===== src/rtl/core/fwe_pkg.sv =====
// Shared types, frame constants and check-byte helpers for the firmware frame encoder.
// Used by every module under rtl/core except fwe_ram; depends on nothing else.
`default_nettype none

package fwe_pkg;

    // Sizing
    localparam int PAYLOAD_BYTES_DEFAULT = 64;
    localparam int FILL_W                = 7;   // holds 0..64 bytes of one data area
    localparam int LEN_W                 = 24;
    localparam int SUM_W                 = 32;
    localparam int POS_W                 = 7;   // byte position 0..69 in a frame
    localparam int CMD_QUEUE_DEPTH       = 2;

    // Frame layout
    localparam int FRAME_LEN  = 70;
    localparam int DATA_POS   = 4;
    localparam int DATA_AREA  = 64;
    localparam int CHECK_POS  = 68;
    localparam int WORD_BYTES = 8;
    localparam int LAST_WORD_BYTES = 6;

    // Frame byte codes
    localparam logic [7:0] FRM_HEADER   = 8'h20;
    localparam logic [7:0] FRM_SEQUENCE = 8'hFF;
    localparam logic [7:0] CMD_DATA     = 8'h31;
    localparam logic [7:0] CMD_TRAILER  = 8'h32;
    localparam logic [7:0] FRM_LENGTH   = 8'(DATA_AREA);
    localparam logic [7:0] FRM_END      = 8'h03;

    // Input operations
    localparam logic OP_IMAGE   = 1'b0;
    localparam logic OP_RESTART = 1'b1;

    // One queued job: an optional data frame, then an optional trailer frame
    typedef struct packed {
        logic              has_data;
        logic              has_trl;
        logic              bank;
        logic [FILL_W-1:0] fill;
        logic [7:0]        dcheck;
        logic [LEN_W-1:0]  length;
        logic [SUM_W-1:0]  sum;
    } cmd_t;

    // Back end hands a buffer bank back to the front end
    typedef struct packed {
        logic valid;
        logic bank;
    } release_t;

    typedef enum logic [1:0] {
        BK_IDLE,
        BK_DATA,
        BK_TRAILER
    } back_state_t;

    // Check byte of a data frame from the XOR of its held bytes
    function automatic logic [7:0] data_check(input logic [7:0] run_xor);
        return ~(FRM_SEQUENCE ^ CMD_DATA ^ FRM_LENGTH ^ run_xor);
    endfunction

    // Check byte of a trailer frame carrying length and sum big-endian
    function automatic logic [7:0] trailer_check(input logic [LEN_W-1:0] length,
                                                 input logic [SUM_W-1:0] sum);
        logic [7:0] x;
        x = FRM_SEQUENCE ^ CMD_TRAILER ^ FRM_LENGTH;
        x = x ^ length[23:16] ^ length[15:8] ^ length[7:0];
        x = x ^ sum[31:24] ^ sum[23:16] ^ sum[15:8] ^ sum[7:0];
        return ~x;
    endfunction

endpackage

`default_nettype wire


===== src/rtl/core/fwe_ram.sv =====
// Generic simple dual-port RAM with one write port and one registered read port.
// Stands alone; no package use.
`default_nettype none

module fwe_ram #(
    parameter int WIDTH = 8,
    parameter int DEPTH = 128
) (
    input  wire logic                     clk,
    input  wire logic                     we,
    input  wire logic [$clog2(DEPTH)-1:0] waddr,
    input  wire logic [WIDTH-1:0]         wdata,
    input  wire logic                     re,
    input  wire logic [$clog2(DEPTH)-1:0] raddr,
    output logic      [WIDTH-1:0]         rdata
);

    logic [WIDTH-1:0] mem [DEPTH];

    // Write and registered read
    always_ff @(posedge clk)
    begin
        if (we)
        begin
            mem[waddr] <= wdata;
        end
        if (re)
        begin
            rdata <= mem[raddr];
        end
    end

endmodule

`default_nettype wire


===== src/rtl/core/fwe_front.sv =====
// Front end: takes input transfers, keeps counts, sum and XOR, writes image bytes
// to the frame buffer and queues frame jobs. Depends on fwe_pkg.
`default_nettype none

module fwe_front #(
    parameter int PAYLOAD_BYTES = fwe_pkg::PAYLOAD_BYTES_DEFAULT,
    parameter int IDX_W         = $clog2(PAYLOAD_BYTES),
    parameter int RAM_AW        = IDX_W + 1
) (
    input  wire logic                         clk,
    input  wire logic                         rst_n,
    // input channel
    input  wire logic                         in_valid,
    output logic                              in_stall,
    input  wire logic                         op,
    input  wire logic [7:0]                   image_byte,
    // length register
    input  wire logic                         cfg_valid,
    input  wire logic [fwe_pkg::LEN_W-1:0]    image_length,
    // frame buffer write
    output logic                              ram_we,
    output logic [RAM_AW-1:0]                 ram_waddr,
    output logic [7:0]                        ram_wdata,
    // job queue
    input  wire logic                         q_full,
    output logic                              q_push,
    output fwe_pkg::cmd_t                     q_cmd,
    // bank bookkeeping
    input  wire fwe_pkg::release_t            release_bank,
    output logic [1:0]                        bank_busy
);

    localparam logic [fwe_pkg::FILL_W-1:0] FLUSH_AT = fwe_pkg::FILL_W'(PAYLOAD_BYTES);

    logic [fwe_pkg::LEN_W-1:0]  len_reg,  len_next;
    logic [fwe_pkg::FILL_W-1:0] fill_reg, fill_next;
    logic [fwe_pkg::LEN_W-1:0]  sent_reg, sent_next;
    logic [fwe_pkg::SUM_W-1:0]  sum_reg,  sum_next;
    logic [7:0]                 xor_reg,  xor_next;
    logic                       done_reg, done_next;
    logic                       bank_reg, bank_next;
    logic [1:0]                 busy_reg, busy_next;

    logic                       accept;
    logic [fwe_pkg::FILL_W-1:0] inc_fill;
    logic [fwe_pkg::LEN_W-1:0]  inc_sent;
    logic [fwe_pkg::SUM_W-1:0]  inc_sum;
    logic [7:0]                 inc_xor;
    logic                       flush;
    logic                       reach;
    logic [1:0]                 busy_set;
    logic [1:0]                 busy_clr;

    // Hold input while the queue is full or the fill bank is still being sent
    assign in_stall  = q_full || busy_reg[bank_reg];
    assign accept    = in_valid && !in_stall;
    assign bank_busy = busy_reg;

    assign inc_fill = fill_reg + fwe_pkg::FILL_W'(1);
    assign inc_sent = sent_reg + fwe_pkg::LEN_W'(1);
    assign inc_sum  = sum_reg + fwe_pkg::SUM_W'(image_byte);
    assign inc_xor  = xor_reg ^ image_byte;
    assign flush    = (inc_fill >= FLUSH_AT) || (inc_sent == len_reg);
    assign reach    = (inc_sent == len_reg);

    // Classify the transfer and build the job
    always_comb
    begin
        len_next  = cfg_valid ? image_length : len_reg;
        fill_next = fill_reg;
        sent_next = sent_reg;
        sum_next  = sum_reg;
        xor_next  = xor_reg;
        done_next = done_reg;
        bank_next = bank_reg;
        busy_set  = 2'b00;
        busy_clr  = 2'b00;
        ram_we    = 1'b0;
        ram_waddr = {bank_reg, fill_reg[IDX_W-1:0]};
        ram_wdata = image_byte;
        q_push    = 1'b0;
        q_cmd     = '0;
        q_cmd.bank   = bank_reg;
        q_cmd.length = len_reg;

        if (release_bank.valid)
        begin
            busy_clr[release_bank.bank] = 1'b1;
        end

        if (accept)
        begin
            if (op == fwe_pkg::OP_RESTART)
            begin
                fill_next = '0;
                sent_next = '0;
                sum_next  = '0;
                xor_next  = '0;
                done_next = 1'b0;
            end
            else if (!done_reg)
            begin
                if (sent_reg >= len_reg)
                begin
                    // length already reached: flush what is held, then send the trailer
                    q_push         = 1'b1;
                    q_cmd.has_data = (fill_reg != '0);
                    q_cmd.has_trl  = 1'b1;
                    q_cmd.fill     = fill_reg;
                    q_cmd.dcheck   = fwe_pkg::data_check(xor_reg);
                    q_cmd.sum      = sum_reg;
                    done_next      = 1'b1;
                    fill_next      = '0;
                    xor_next       = '0;
                    if (fill_reg != '0)
                    begin
                        busy_set[bank_reg] = 1'b1;
                        bank_next          = !bank_reg;
                    end
                end
                else
                begin
                    // store the byte and advance the counts
                    ram_we    = 1'b1;
                    sent_next = inc_sent;
                    sum_next  = inc_sum;
                    q_cmd.has_data = flush;
                    q_cmd.has_trl  = reach;
                    q_cmd.fill     = inc_fill;
                    q_cmd.dcheck   = fwe_pkg::data_check(inc_xor);
                    q_cmd.sum      = inc_sum;
                    q_push         = flush;
                    if (flush)
                    begin
                        busy_set[bank_reg] = 1'b1;
                        bank_next          = !bank_reg;
                        fill_next          = '0;
                        xor_next           = '0;
                    end
                    else
                    begin
                        fill_next = inc_fill;
                        xor_next  = inc_xor;
                    end
                    if (reach)
                    begin
                        done_next = 1'b1;
                    end
                end
            end
        end

        busy_next = (busy_reg & ~busy_clr) | busy_set;
    end

    // State registers
    always_ff @(posedge clk or negedge rst_n)
    begin
        if (!rst_n)
        begin
            len_reg  <= '0;
            fill_reg <= '0;
            sent_reg <= '0;
            sum_reg  <= '0;
            xor_reg  <= '0;
            done_reg <= 1'b0;
            bank_reg <= 1'b0;
            busy_reg <= 2'b00;
        end
        else
        begin
            len_reg  <= len_next;
            fill_reg <= fill_next;
            sent_reg <= sent_next;
            sum_reg  <= sum_next;
            xor_reg  <= xor_next;
            done_reg <= done_next;
            bank_reg <= bank_next;
            busy_reg <= busy_next;
        end
    end

endmodule

`default_nettype wire


===== src/rtl/core/fwe_cmd_queue.sv =====
// Short job queue between the front and back ends of the frame encoder.
// Depends on fwe_pkg for the job type and depth.
`default_nettype none

module fwe_cmd_queue (
    input  wire logic          clk,
    input  wire logic          rst_n,
    input  wire logic          push,
    input  wire fwe_pkg::cmd_t push_cmd,
    input  wire logic          pop,
    output fwe_pkg::cmd_t      head_cmd,
    output logic               empty,
    output logic               full
);

    localparam int DEPTH = fwe_pkg::CMD_QUEUE_DEPTH;
    localparam int PTR_W = (DEPTH > 1) ? $clog2(DEPTH) : 1;
    localparam int CNT_W = $clog2(DEPTH + 1);

    fwe_pkg::cmd_t    slot_reg [DEPTH];
    logic [PTR_W-1:0] wr_ptr_reg, wr_ptr_next;
    logic [PTR_W-1:0] rd_ptr_reg, rd_ptr_next;
    logic [CNT_W-1:0] count_reg,  count_next;

    assign empty    = (count_reg == '0);
    assign full     = (count_reg == CNT_W'(DEPTH));
    assign head_cmd = slot_reg[rd_ptr_reg];

    // Advance pointers and count
    always_comb
    begin
        wr_ptr_next = wr_ptr_reg;
        rd_ptr_next = rd_ptr_reg;
        count_next  = count_reg;
        if (push)
        begin
            wr_ptr_next = (wr_ptr_reg == PTR_W'(DEPTH - 1)) ? '0 : wr_ptr_reg + PTR_W'(1);
        end
        if (pop)
        begin
            rd_ptr_next = (rd_ptr_reg == PTR_W'(DEPTH - 1)) ? '0 : rd_ptr_reg + PTR_W'(1);
        end
        if (push && !pop)
        begin
            count_next = count_reg + CNT_W'(1);
        end
        else if (pop && !push)
        begin
            count_next = count_reg - CNT_W'(1);
        end
    end

    always_ff @(posedge clk or negedge rst_n)
    begin
        if (!rst_n)
        begin
            wr_ptr_reg <= '0;
            rd_ptr_reg <= '0;
            count_reg  <= '0;
        end
        else
        begin
            wr_ptr_reg <= wr_ptr_next;
            rd_ptr_reg <= rd_ptr_next;
            count_reg  <= count_next;
        end
    end

    // Store pushed jobs
    always_ff @(posedge clk)
    begin
        if (push)
        begin
            slot_reg[wr_ptr_reg] <= push_cmd;
        end
    end

endmodule

`default_nettype wire


===== src/rtl/core/fwe_back.sv =====
// Back end: builds data and trailer frames byte by byte from queued jobs and the
// frame buffer, and sends them as nine words each. Depends on fwe_pkg.
`default_nettype none

module fwe_back #(
    parameter int PAYLOAD_BYTES = fwe_pkg::PAYLOAD_BYTES_DEFAULT,
    parameter int IDX_W         = $clog2(PAYLOAD_BYTES),
    parameter int RAM_AW        = IDX_W + 1
) (
    input  wire logic              clk,
    input  wire logic              rst_n,
    // job queue
    input  wire logic              q_empty,
    input  wire fwe_pkg::cmd_t     q_head,
    output logic                   q_pop,
    // frame buffer read
    output logic                   ram_re,
    output logic [RAM_AW-1:0]      ram_raddr,
    input  wire logic [7:0]        ram_rdata,
    // bank handed back after its data frame
    output fwe_pkg::release_t      release_bank,
    // output channel
    output logic                   out_valid,
    input  wire logic              out_stall,
    output logic [63:0]            frame_word,
    output logic [3:0]             byte_count,
    output logic                   end_of_frame,
    output logic                   trailer_frame,
    output logic                   last_of_run
);

    localparam logic [fwe_pkg::POS_W-1:0] LAST_POS  = fwe_pkg::POS_W'(fwe_pkg::FRAME_LEN - 1);
    localparam logic [fwe_pkg::POS_W-1:0] DATA_POS  = fwe_pkg::POS_W'(fwe_pkg::DATA_POS);
    localparam logic [fwe_pkg::POS_W-1:0] CHECK_POS = fwe_pkg::POS_W'(fwe_pkg::CHECK_POS);

    fwe_pkg::back_state_t        state_reg, state_next;
    fwe_pkg::cmd_t               cur_reg,   cur_next;
    logic [fwe_pkg::POS_W-1:0]   pos_reg,   pos_next;
    logic                        hold_reg,  hold_next;
    logic                        ld_valid_reg, ld_valid_next;
    logic [fwe_pkg::POS_W-1:0]   ld_pos_reg,   ld_pos_next;
    logic [63:0]                 asm_reg,      asm_next;
    logic                        asm_done_reg, asm_done_next;
    logic                        out_valid_reg, out_valid_next;
    logic [63:0]                 word_reg,  word_next;
    logic [3:0]                  count_reg, count_next;
    logic                        eof_reg,   eof_next;
    logic                        trl_reg,   trl_next;
    logic                        last_reg,  last_next;

    logic                        out_take;
    logic                        is_trl;
    logic                        last_word;
    logic [fwe_pkg::POS_W-1:0]   rd_idx;
    logic [7:0]                  land_byte;

    // True on the final byte of a frame word
    function automatic logic word_end(input logic [fwe_pkg::POS_W-1:0] pos);
        return (pos[2:0] == 3'd7) || (pos == LAST_POS);
    endfunction

    // Frame byte at a position, from the current job and buffer read data
    function automatic logic [7:0] frame_byte(input logic [fwe_pkg::POS_W-1:0] pos,
                                              input logic                      trl,
                                              input fwe_pkg::cmd_t             cmd,
                                              input logic [7:0]                rdata);
        logic [fwe_pkg::POS_W-1:0] d;
        logic [31:0]               len_w;
        logic [7:0]                b;
        d     = pos - DATA_POS;
        len_w = {8'h00, cmd.length};
        b     = 8'h00;
        if (pos == fwe_pkg::POS_W'(0))
        begin
            b = fwe_pkg::FRM_HEADER;
        end
        else if (pos == fwe_pkg::POS_W'(1))
        begin
            b = fwe_pkg::FRM_SEQUENCE;
        end
        else if (pos == fwe_pkg::POS_W'(2))
        begin
            b = trl ? fwe_pkg::CMD_TRAILER : fwe_pkg::CMD_DATA;
        end
        else if (pos == fwe_pkg::POS_W'(3))
        begin
            b = fwe_pkg::FRM_LENGTH;
        end
        else if (pos == CHECK_POS)
        begin
            b = trl ? fwe_pkg::trailer_check(cmd.length, cmd.sum) : cmd.dcheck;
        end
        else if (pos == LAST_POS)
        begin
            b = fwe_pkg::FRM_END;
        end
        else if (trl)
        begin
            if (d < fwe_pkg::POS_W'(4))
            begin
                b = len_w[8 * (3 - d[1:0]) +: 8];
            end
            else if (d < fwe_pkg::POS_W'(8))
            begin
                b = cmd.sum[8 * (3 - d[1:0]) +: 8];
            end
        end
        else if (d < cmd.fill)
        begin
            b = rdata;
        end
        return b;
    endfunction

    assign out_take  = out_valid_reg && !out_stall;
    assign is_trl    = (state_reg == fwe_pkg::BK_TRAILER);
    assign last_word = (pos_reg == LAST_POS);
    assign rd_idx    = pos_reg - DATA_POS;
    assign ram_raddr = {cur_reg.bank, rd_idx[IDX_W-1:0]};
    assign land_byte = frame_byte(ld_pos_reg, is_trl, cur_reg, ram_rdata);

    assign out_valid     = out_valid_reg;
    assign frame_word    = word_reg;
    assign byte_count    = count_reg;
    assign end_of_frame  = eof_reg;
    assign trailer_frame = trl_reg;
    assign last_of_run   = last_reg;

    // Sequencer: issue reads, land bytes, hand finished words to the output register
    always_comb
    begin
        state_next     = state_reg;
        cur_next       = cur_reg;
        pos_next       = pos_reg;
        hold_next      = hold_reg;
        ld_valid_next  = 1'b0;
        ld_pos_next    = ld_pos_reg;
        asm_next       = asm_reg;
        asm_done_next  = asm_done_reg;
        out_valid_next = out_valid_reg;
        word_next      = word_reg;
        count_next     = count_reg;
        eof_next       = eof_reg;
        trl_next       = trl_reg;
        last_next      = last_reg;
        q_pop          = 1'b0;
        ram_re         = 1'b0;
        release_bank   = '0;

        if (out_take)
        begin
            out_valid_next = 1'b0;
        end

        // land the byte read in the previous cycle
        if (ld_valid_reg)
        begin
            asm_next[8 * ld_pos_reg[2:0] +: 8] = land_byte;
            if (word_end(ld_pos_reg))
            begin
                asm_done_next = 1'b1;
            end
        end

        case (state_reg)
            fwe_pkg::BK_IDLE:
            begin
                if (!q_empty)
                begin
                    q_pop      = 1'b1;
                    cur_next   = q_head;
                    pos_next   = '0;
                    hold_next  = 1'b0;
                    state_next = q_head.has_data ? fwe_pkg::BK_DATA : fwe_pkg::BK_TRAILER;
                end
            end
            fwe_pkg::BK_DATA, fwe_pkg::BK_TRAILER:
            begin
                if (!hold_reg)
                begin
                    // issue one byte position
                    ram_re        = 1'b1;
                    ld_valid_next = 1'b1;
                    ld_pos_next   = pos_reg;
                    if (word_end(pos_reg))
                    begin
                        hold_next = 1'b1;
                    end
                    else
                    begin
                        pos_next = pos_reg + fwe_pkg::POS_W'(1);
                    end
                end
                else if (asm_done_reg && (!out_valid_reg || out_take))
                begin
                    // transfer the finished word to the output register
                    out_valid_next = 1'b1;
                    word_next      = asm_reg;
                    count_next     = last_word ? 4'(fwe_pkg::LAST_WORD_BYTES)
                                               : 4'(fwe_pkg::WORD_BYTES);
                    eof_next       = last_word;
                    trl_next       = is_trl;
                    last_next      = last_word && (is_trl || !cur_reg.has_trl);
                    asm_next       = '0;
                    asm_done_next  = 1'b0;
                    hold_next      = 1'b0;
                    pos_next       = pos_reg + fwe_pkg::POS_W'(1);
                    if (last_word)
                    begin
                        pos_next = '0;
                        if (is_trl)
                        begin
                            state_next = fwe_pkg::BK_IDLE;
                        end
                        else
                        begin
                            release_bank.valid = 1'b1;
                            release_bank.bank  = cur_reg.bank;
                            state_next = cur_reg.has_trl ? fwe_pkg::BK_TRAILER
                                                         : fwe_pkg::BK_IDLE;
                        end
                    end
                end
            end
            default:
            begin
                state_next = fwe_pkg::BK_IDLE;
            end
        endcase
    end

    // Control registers
    always_ff @(posedge clk or negedge rst_n)
    begin
        if (!rst_n)
        begin
            state_reg     <= fwe_pkg::BK_IDLE;
            pos_reg       <= '0;
            hold_reg      <= 1'b0;
            ld_valid_reg  <= 1'b0;
            asm_done_reg  <= 1'b0;
            out_valid_reg <= 1'b0;
        end
        else
        begin
            state_reg     <= state_next;
            pos_reg       <= pos_next;
            hold_reg      <= hold_next;
            ld_valid_reg  <= ld_valid_next;
            asm_done_reg  <= asm_done_next;
            out_valid_reg <= out_valid_next;
        end
    end

    // Payload registers
    always_ff @(posedge clk)
    begin
        cur_reg    <= cur_next;
        ld_pos_reg <= ld_pos_next;
        asm_reg    <= asm_next;
        word_reg   <= word_next;
        count_reg  <= count_next;
        eof_reg    <= eof_next;
        trl_reg    <= trl_next;
        last_reg   <= last_next;
    end

endmodule

`default_nettype wire


===== src/rtl/core/firmware_frame_encoder_unit.sv =====
// Top level of the firmware frame encoder: front end, job queue, frame buffer RAM
// and back end. Depends on fwe_pkg, fwe_front, fwe_cmd_queue, fwe_ram and fwe_back.
//
// Image bytes are taken one per cycle while the job queue has room and the buffer
// bank being filled is not still in flight; the frame buffer is double-banked so a
// new frame fills while the previous one is sent. The back end reads the frame
// buffer one byte per cycle through the single RAM read port, pausing at the end
// of each word to hand it to the output register; the final byte of the image
// can raise up to eighteen words (a data frame and the trailer frame). Restarts
// and ignored bytes give no words. The frame buffer needs no clearing after reset.
// The length register may be written at any time through the configuration
// channel, which is always ready.
`default_nettype none

module firmware_frame_encoder_unit #(
    parameter int PAYLOAD_BYTES = fwe_pkg::PAYLOAD_BYTES_DEFAULT
) (
    input  wire logic                       clk,
    input  wire logic                       rst_n,
    // length register write channel
    input  wire logic                       cfg_valid,
    output logic                            cfg_ready,
    input  wire logic [fwe_pkg::LEN_W-1:0]  image_length,
    // input channel
    input  wire logic                       in_valid,
    output logic                            in_stall,
    input  wire logic                       op,
    input  wire logic [7:0]                 image_byte,
    // output channel
    output logic                            out_valid,
    input  wire logic                       out_stall,
    output logic [63:0]                     frame_word,
    output logic [3:0]                      byte_count,
    output logic                            end_of_frame,
    output logic                            trailer_frame,
    output logic                            last_of_run
);

    localparam int IDX_W     = $clog2(PAYLOAD_BYTES);
    localparam int RAM_AW    = IDX_W + 1;
    localparam int RAM_DEPTH = 2 ** RAM_AW;

    logic                cfg_write;
    logic                ram_we;
    logic [RAM_AW-1:0]   ram_waddr;
    logic [7:0]          ram_wdata;
    logic                ram_re;
    logic [RAM_AW-1:0]   ram_raddr;
    logic [7:0]          ram_rdata;
    logic                q_full;
    logic                q_empty;
    logic                q_push;
    logic                q_pop;
    fwe_pkg::cmd_t       q_cmd;
    fwe_pkg::cmd_t       q_head;
    fwe_pkg::release_t   release_bank;
    logic [1:0]          bank_busy;

    assign cfg_ready = 1'b1;
    assign cfg_write = cfg_valid && cfg_ready;

    fwe_front #(
        .PAYLOAD_BYTES (PAYLOAD_BYTES),
        .IDX_W         (IDX_W),
        .RAM_AW        (RAM_AW)
    ) u_front (
        .clk          (clk),
        .rst_n        (rst_n),
        .in_valid     (in_valid),
        .in_stall     (in_stall),
        .op           (op),
        .image_byte   (image_byte),
        .cfg_valid    (cfg_write),
        .image_length (image_length),
        .ram_we       (ram_we),
        .ram_waddr    (ram_waddr),
        .ram_wdata    (ram_wdata),
        .q_full       (q_full),
        .q_push       (q_push),
        .q_cmd        (q_cmd),
        .release_bank (release_bank),
        .bank_busy    (bank_busy)
    );

    fwe_cmd_queue u_queue (
        .clk      (clk),
        .rst_n    (rst_n),
        .push     (q_push),
        .push_cmd (q_cmd),
        .pop      (q_pop),
        .head_cmd (q_head),
        .empty    (q_empty),
        .full     (q_full)
    );

    fwe_ram #(
        .WIDTH (8),
        .DEPTH (RAM_DEPTH)
    ) u_frame_buffer (
        .clk   (clk),
        .we    (ram_we),
        .waddr (ram_waddr),
        .wdata (ram_wdata),
        .re    (ram_re),
        .raddr (ram_raddr),
        .rdata (ram_rdata)
    );

    fwe_back #(
        .PAYLOAD_BYTES (PAYLOAD_BYTES),
        .IDX_W         (IDX_W),
        .RAM_AW        (RAM_AW)
    ) u_back (
        .clk           (clk),
        .rst_n         (rst_n),
        .q_empty       (q_empty),
        .q_head        (q_head),
        .q_pop         (q_pop),
        .ram_re        (ram_re),
        .ram_raddr     (ram_raddr),
        .ram_rdata     (ram_rdata),
        .release_bank  (release_bank),
        .out_valid     (out_valid),
        .out_stall     (out_stall),
        .frame_word    (frame_word),
        .byte_count    (byte_count),
        .end_of_frame  (end_of_frame),
        .trailer_frame (trailer_frame),
        .last_of_run   (last_of_run)
    );

    // Never overwrite a bank whose frame is still queued or being sent
    assert property (@(posedge clk) disable iff (!rst_n)
        ram_we |-> !bank_busy[ram_waddr[RAM_AW-1]])
    else $error("frame buffer write into a busy bank");

    // Only a busy bank is handed back
    assert property (@(posedge clk) disable iff (!rst_n)
        release_bank.valid |-> bank_busy[release_bank.bank])
    else $error("release of a bank that is not busy");

    // Short word exactly at the end of a frame
    assert property (@(posedge clk) disable iff (!rst_n)
        out_valid |-> (end_of_frame == (byte_count == 4'(fwe_pkg::LAST_WORD_BYTES))))
    else $error("byte count does not match end of frame");

    // A run always ends on a frame boundary
    assert property (@(posedge clk) disable iff (!rst_n)
        (out_valid && last_of_run) |-> end_of_frame)
    else $error("last word of run is not the end of a frame");

endmodule

`default_nettype wire


===== config.mk =====
export PLATFORM = sky130hd
export DESIGN_NAME = firmware_frame_encoder_unit
export DESIGN_NICKNAME = d
export VERILOG_FILES = /design/src/rtl/core/fwe_pkg.sv /design/src/rtl/core/fwe_ram.sv /design/src/rtl/core/fwe_front.sv /design/src/rtl/core/fwe_cmd_queue.sv /design/src/rtl/core/fwe_back.sv /design/src/rtl/core/firmware_frame_encoder_unit.sv
export SDC_FILE = /design/constraint.sdc
export NUM_CORES = 2
export LEC_CHECK = 0
export ABC_CLOCK_PERIOD_IN_PS = 20500
export BUFFER_PORTS_ARGS = -buffer_cell sky130_fd_sc_hd__buf_2
export CORE_ASPECT_RATIO = 2
export CORE_UTILIZATION = 30
export DETAILED_ROUTE_END_ITERATION = 16
export GPL_TIMING_DRIVEN = 0
export SYNTH_ARGS = -nofsm -noshare
export SYNTH_HDL_FRONTEND = slang
export SYNTH_HIERARCHICAL = 1
export SYNTH_SLANG_ARGS = --single-unit

===== constraint.sdc =====
create_clock -name clk -period 20.5 [get_ports clk]
set_clock_uncertainty 0.2 [all_clocks]
set_input_delay 3.075 -clock clk [delete_from_list [all_inputs] [get_ports clk]]
set_output_delay 3.075 -clock clk [all_outputs]
set_load 0.05 [all_outputs]

==> run metrics <==
outcome=finished with violations; violated checks=max-capacitance violations, max-slew violations; top cells by area, synth=edfxtp_1 65%, mux4_2 12%, dfrtp_1 4.7%; Post-Place Worst Slack=11.97 ns; layout cells sized above 1=0.232; Slew Limit Fails=10; CTS tree=yes; final hold vios=0; Setup CP Type=input pin to flip-flop; vias=32,377; Syn. warnings=6; Pwr Density=122 nW/µm²; Tightest Pin Transition=1.50 ns; hold_buf cts=0; Reg area=44,100 µm²; # clock sinks=1,508; RSZ-0062 raised after global routing=false; port bufs=108; Initial Util=0.302; Yosys reg bits=1,508; setup total negative slack=0 ns; Vias per Instance=4.98; Post-CTS Resized=0; VDD IR-drop max=0.0885 mV; Post-CTS Setup Bufs=0; number of global-route vias before repair=34,021; Worst Hold Margin=0.235 ns; fin crit share=0.387; top-area cell type share of the netlist area=0.646; Tmin final=7.94 ns; crit end category=flip-flop; cell taking the most area after synthesis=edfxtp_1; distinct cell type count after synthesis=84; max-cap check violation count=2; # setup viols final=0; Worst EP required=20.66 ns; Startpoint Class=input pin; metal2 WL=98.2 mm; Worst-Skew Late Latency=0.75 ns; M1 WL=51.3 mm; Critical Path Fanout Max=10; RD Place Congestion=0.946; DRC errors left=0; mapped cell area=61,700 µm²; path type of the worst min-delay path=flip-flop to flip-flop; CTS clk-pin slew, worst paths=0.07 ns; antenna viol nets, final=0; Max Buffers Root-to-Sink=3; Root Buffer=clkbuf_16; num rows=235; number of synthesized flops with an enable pin=1,328; GR Overflow Total=0; CP Cell Sequence=buf_2 > nand2_1 > nor3_2 > nand2_1 > inv_1 > clkbuf_1 > nor2b_1 > nand3_1 > clkbuf_1 > nor2_1; Mapped Nets=3,515; syn avg cell area=18.1 µm²; WL met3=6.36 mm; top-count cell post-synth=edfxtp_1; Die Area=208,000 µm²; Pre-antenna DRT Iters=8; leakage power=23.2 nW; slowest CP cell=nor2_1; total track usage=0.164; top cells by count, synth=1,328 x edfxtp_1, 337 x mux4_2, 229 x nor2_1, 168 x nand2_1, 130 x o21ai_0; core area=205,000 µm²; cts bufs inserted=118; nets=3,766; crit-path max cell delay=0.89 ns; Layout Utilization=0.344; largest net degree at the start of global routing=129; FILL cells=19,492; FFs w/ async S/R, synth=0.0769; worst path arrival time=8.10 ns; uppermost layer routed=met5; normalized max-slew margin=-0.00318; Ports=112; DP HPWL=125 mm; Iteration-0 DRC Markers=2,461; initial antenna violation count=7; cell count after synthesis=3,418; htree depth=3; register area share after synthesis=0.714; synthesis-to-finish area growth=14.1%; DIE HEIGHT=644 µm; highest clock rate=126 MHz; max reg flops=1,024; die width=323 µm; multi-input logic area=16,500 µm²; first-pass GRT wire length=243 mm; Avg WL per Cell=26.4 µm; fin worst setup slack=12.56 ns; Routed WL=171 mm; top_reg_cell synth=edfxtp_1
## critical path: cells and delay by family
family / cells / cell delay (ns)
simple gates: 6 / 3.24
buf+inv: 4 / 1.73
## report_power, final
group | switching, mW | internal [mW] | total (mW) | leakage [nW]
Clock | 1.13 | 1.34 | 2.47 | 2.02
Combinational | 1.42 | 0.967 | 2.38 | 7.09
Sequential | 0.170 | 3.58 | 3.75 | 14.1
## metal layers
layer	track usage	vias to the layer above
met5	0	-
met4	0.127	8
met3	0.0178	431
met2	0.326	1063
met1	0.146	16861
li1	-	14014
## logic make-up (layout without fill, tap and decap cells)
kind of cell / Yosys count / count (layout) / synth area share
adder cells (fa/ha/maj): 59 / 59 / 0.0121
buffers and inverters: 260 / 614 / 0.0195
AND/OR/NAND/NOR: 652 / 652 / 0.0505
multiplexers: 459 / 459 / 0.148
XOR/XNOR: 131 / 131 / 0.0187
AO/OA/AOI/OAI: 347 / 347 / 0.0377
flip-flops: 1508 / 1508 / 0.714
other: 2 / 4 / 0.000122
## stage by stage
stage | instance area, µm² | power (mW) | cells
after CTS | 70200 | 8.66 | 6489
final | 70400 | 8.60 | 6499
after detailed placement | 66000 | 6.19 | 6266
after floorplan | 61700 | 5.27 | 3418
after global placement | 65700 | 6.16 | 6251
after global routing | 70400 | 8.87 | 6498
## path summary, 6_finish.rpt
kind / startpoint / end / slack, ns / cells past startpoint
setup / recovery: in_valid / u_frame_buffer/mem[110][2] / 12.56 / 10
hold reg to reg: u_back/asm_reg[39] / u_back/frame_word[39] / 0.24 / 0
max in group asynchronous: rst_n / u_front/len_reg[21] / 17.19 / 2
hold / removal: u_back/asm_reg[39] / u_back/frame_word[39] / 0.24 / 0
setup reg to reg: u_front/len_reg[9] / u_frame_buffer/mem[110][2] / 13.08 / 15
min in group asynchronous: rst_n / u_front/sum_reg[21] / 2.12 / 1
## cells in the final DEF, fill, tap and decap left out, types with 58 or more instances in the layout
cell          n
edfxtp_1   1328
mux4_2      337
nor2_1      228
nand2_1     168
buf_2       140
o21ai_0     130
clkbuf_16   122
dfrtp_1     116
clkbuf_1    103
xnor2_1      86
inv_1        75
dfxtp_1      64
nand3_1      61
ha_1         58
## area by class of cell
cell class,instances,share of cell area
inverter,75,0.00400
clock inverter,78,0.0142
antenna,2,0.0000711
sequential,1508,0.626
tap,2725,0.0484
timing repair buffer,131,0.0144
buffer,185,0.0135
clock buffer,145,0.0453
multi-input combinational,1650,0.235
Note: power is estimated with default switching activity, not from simulation.
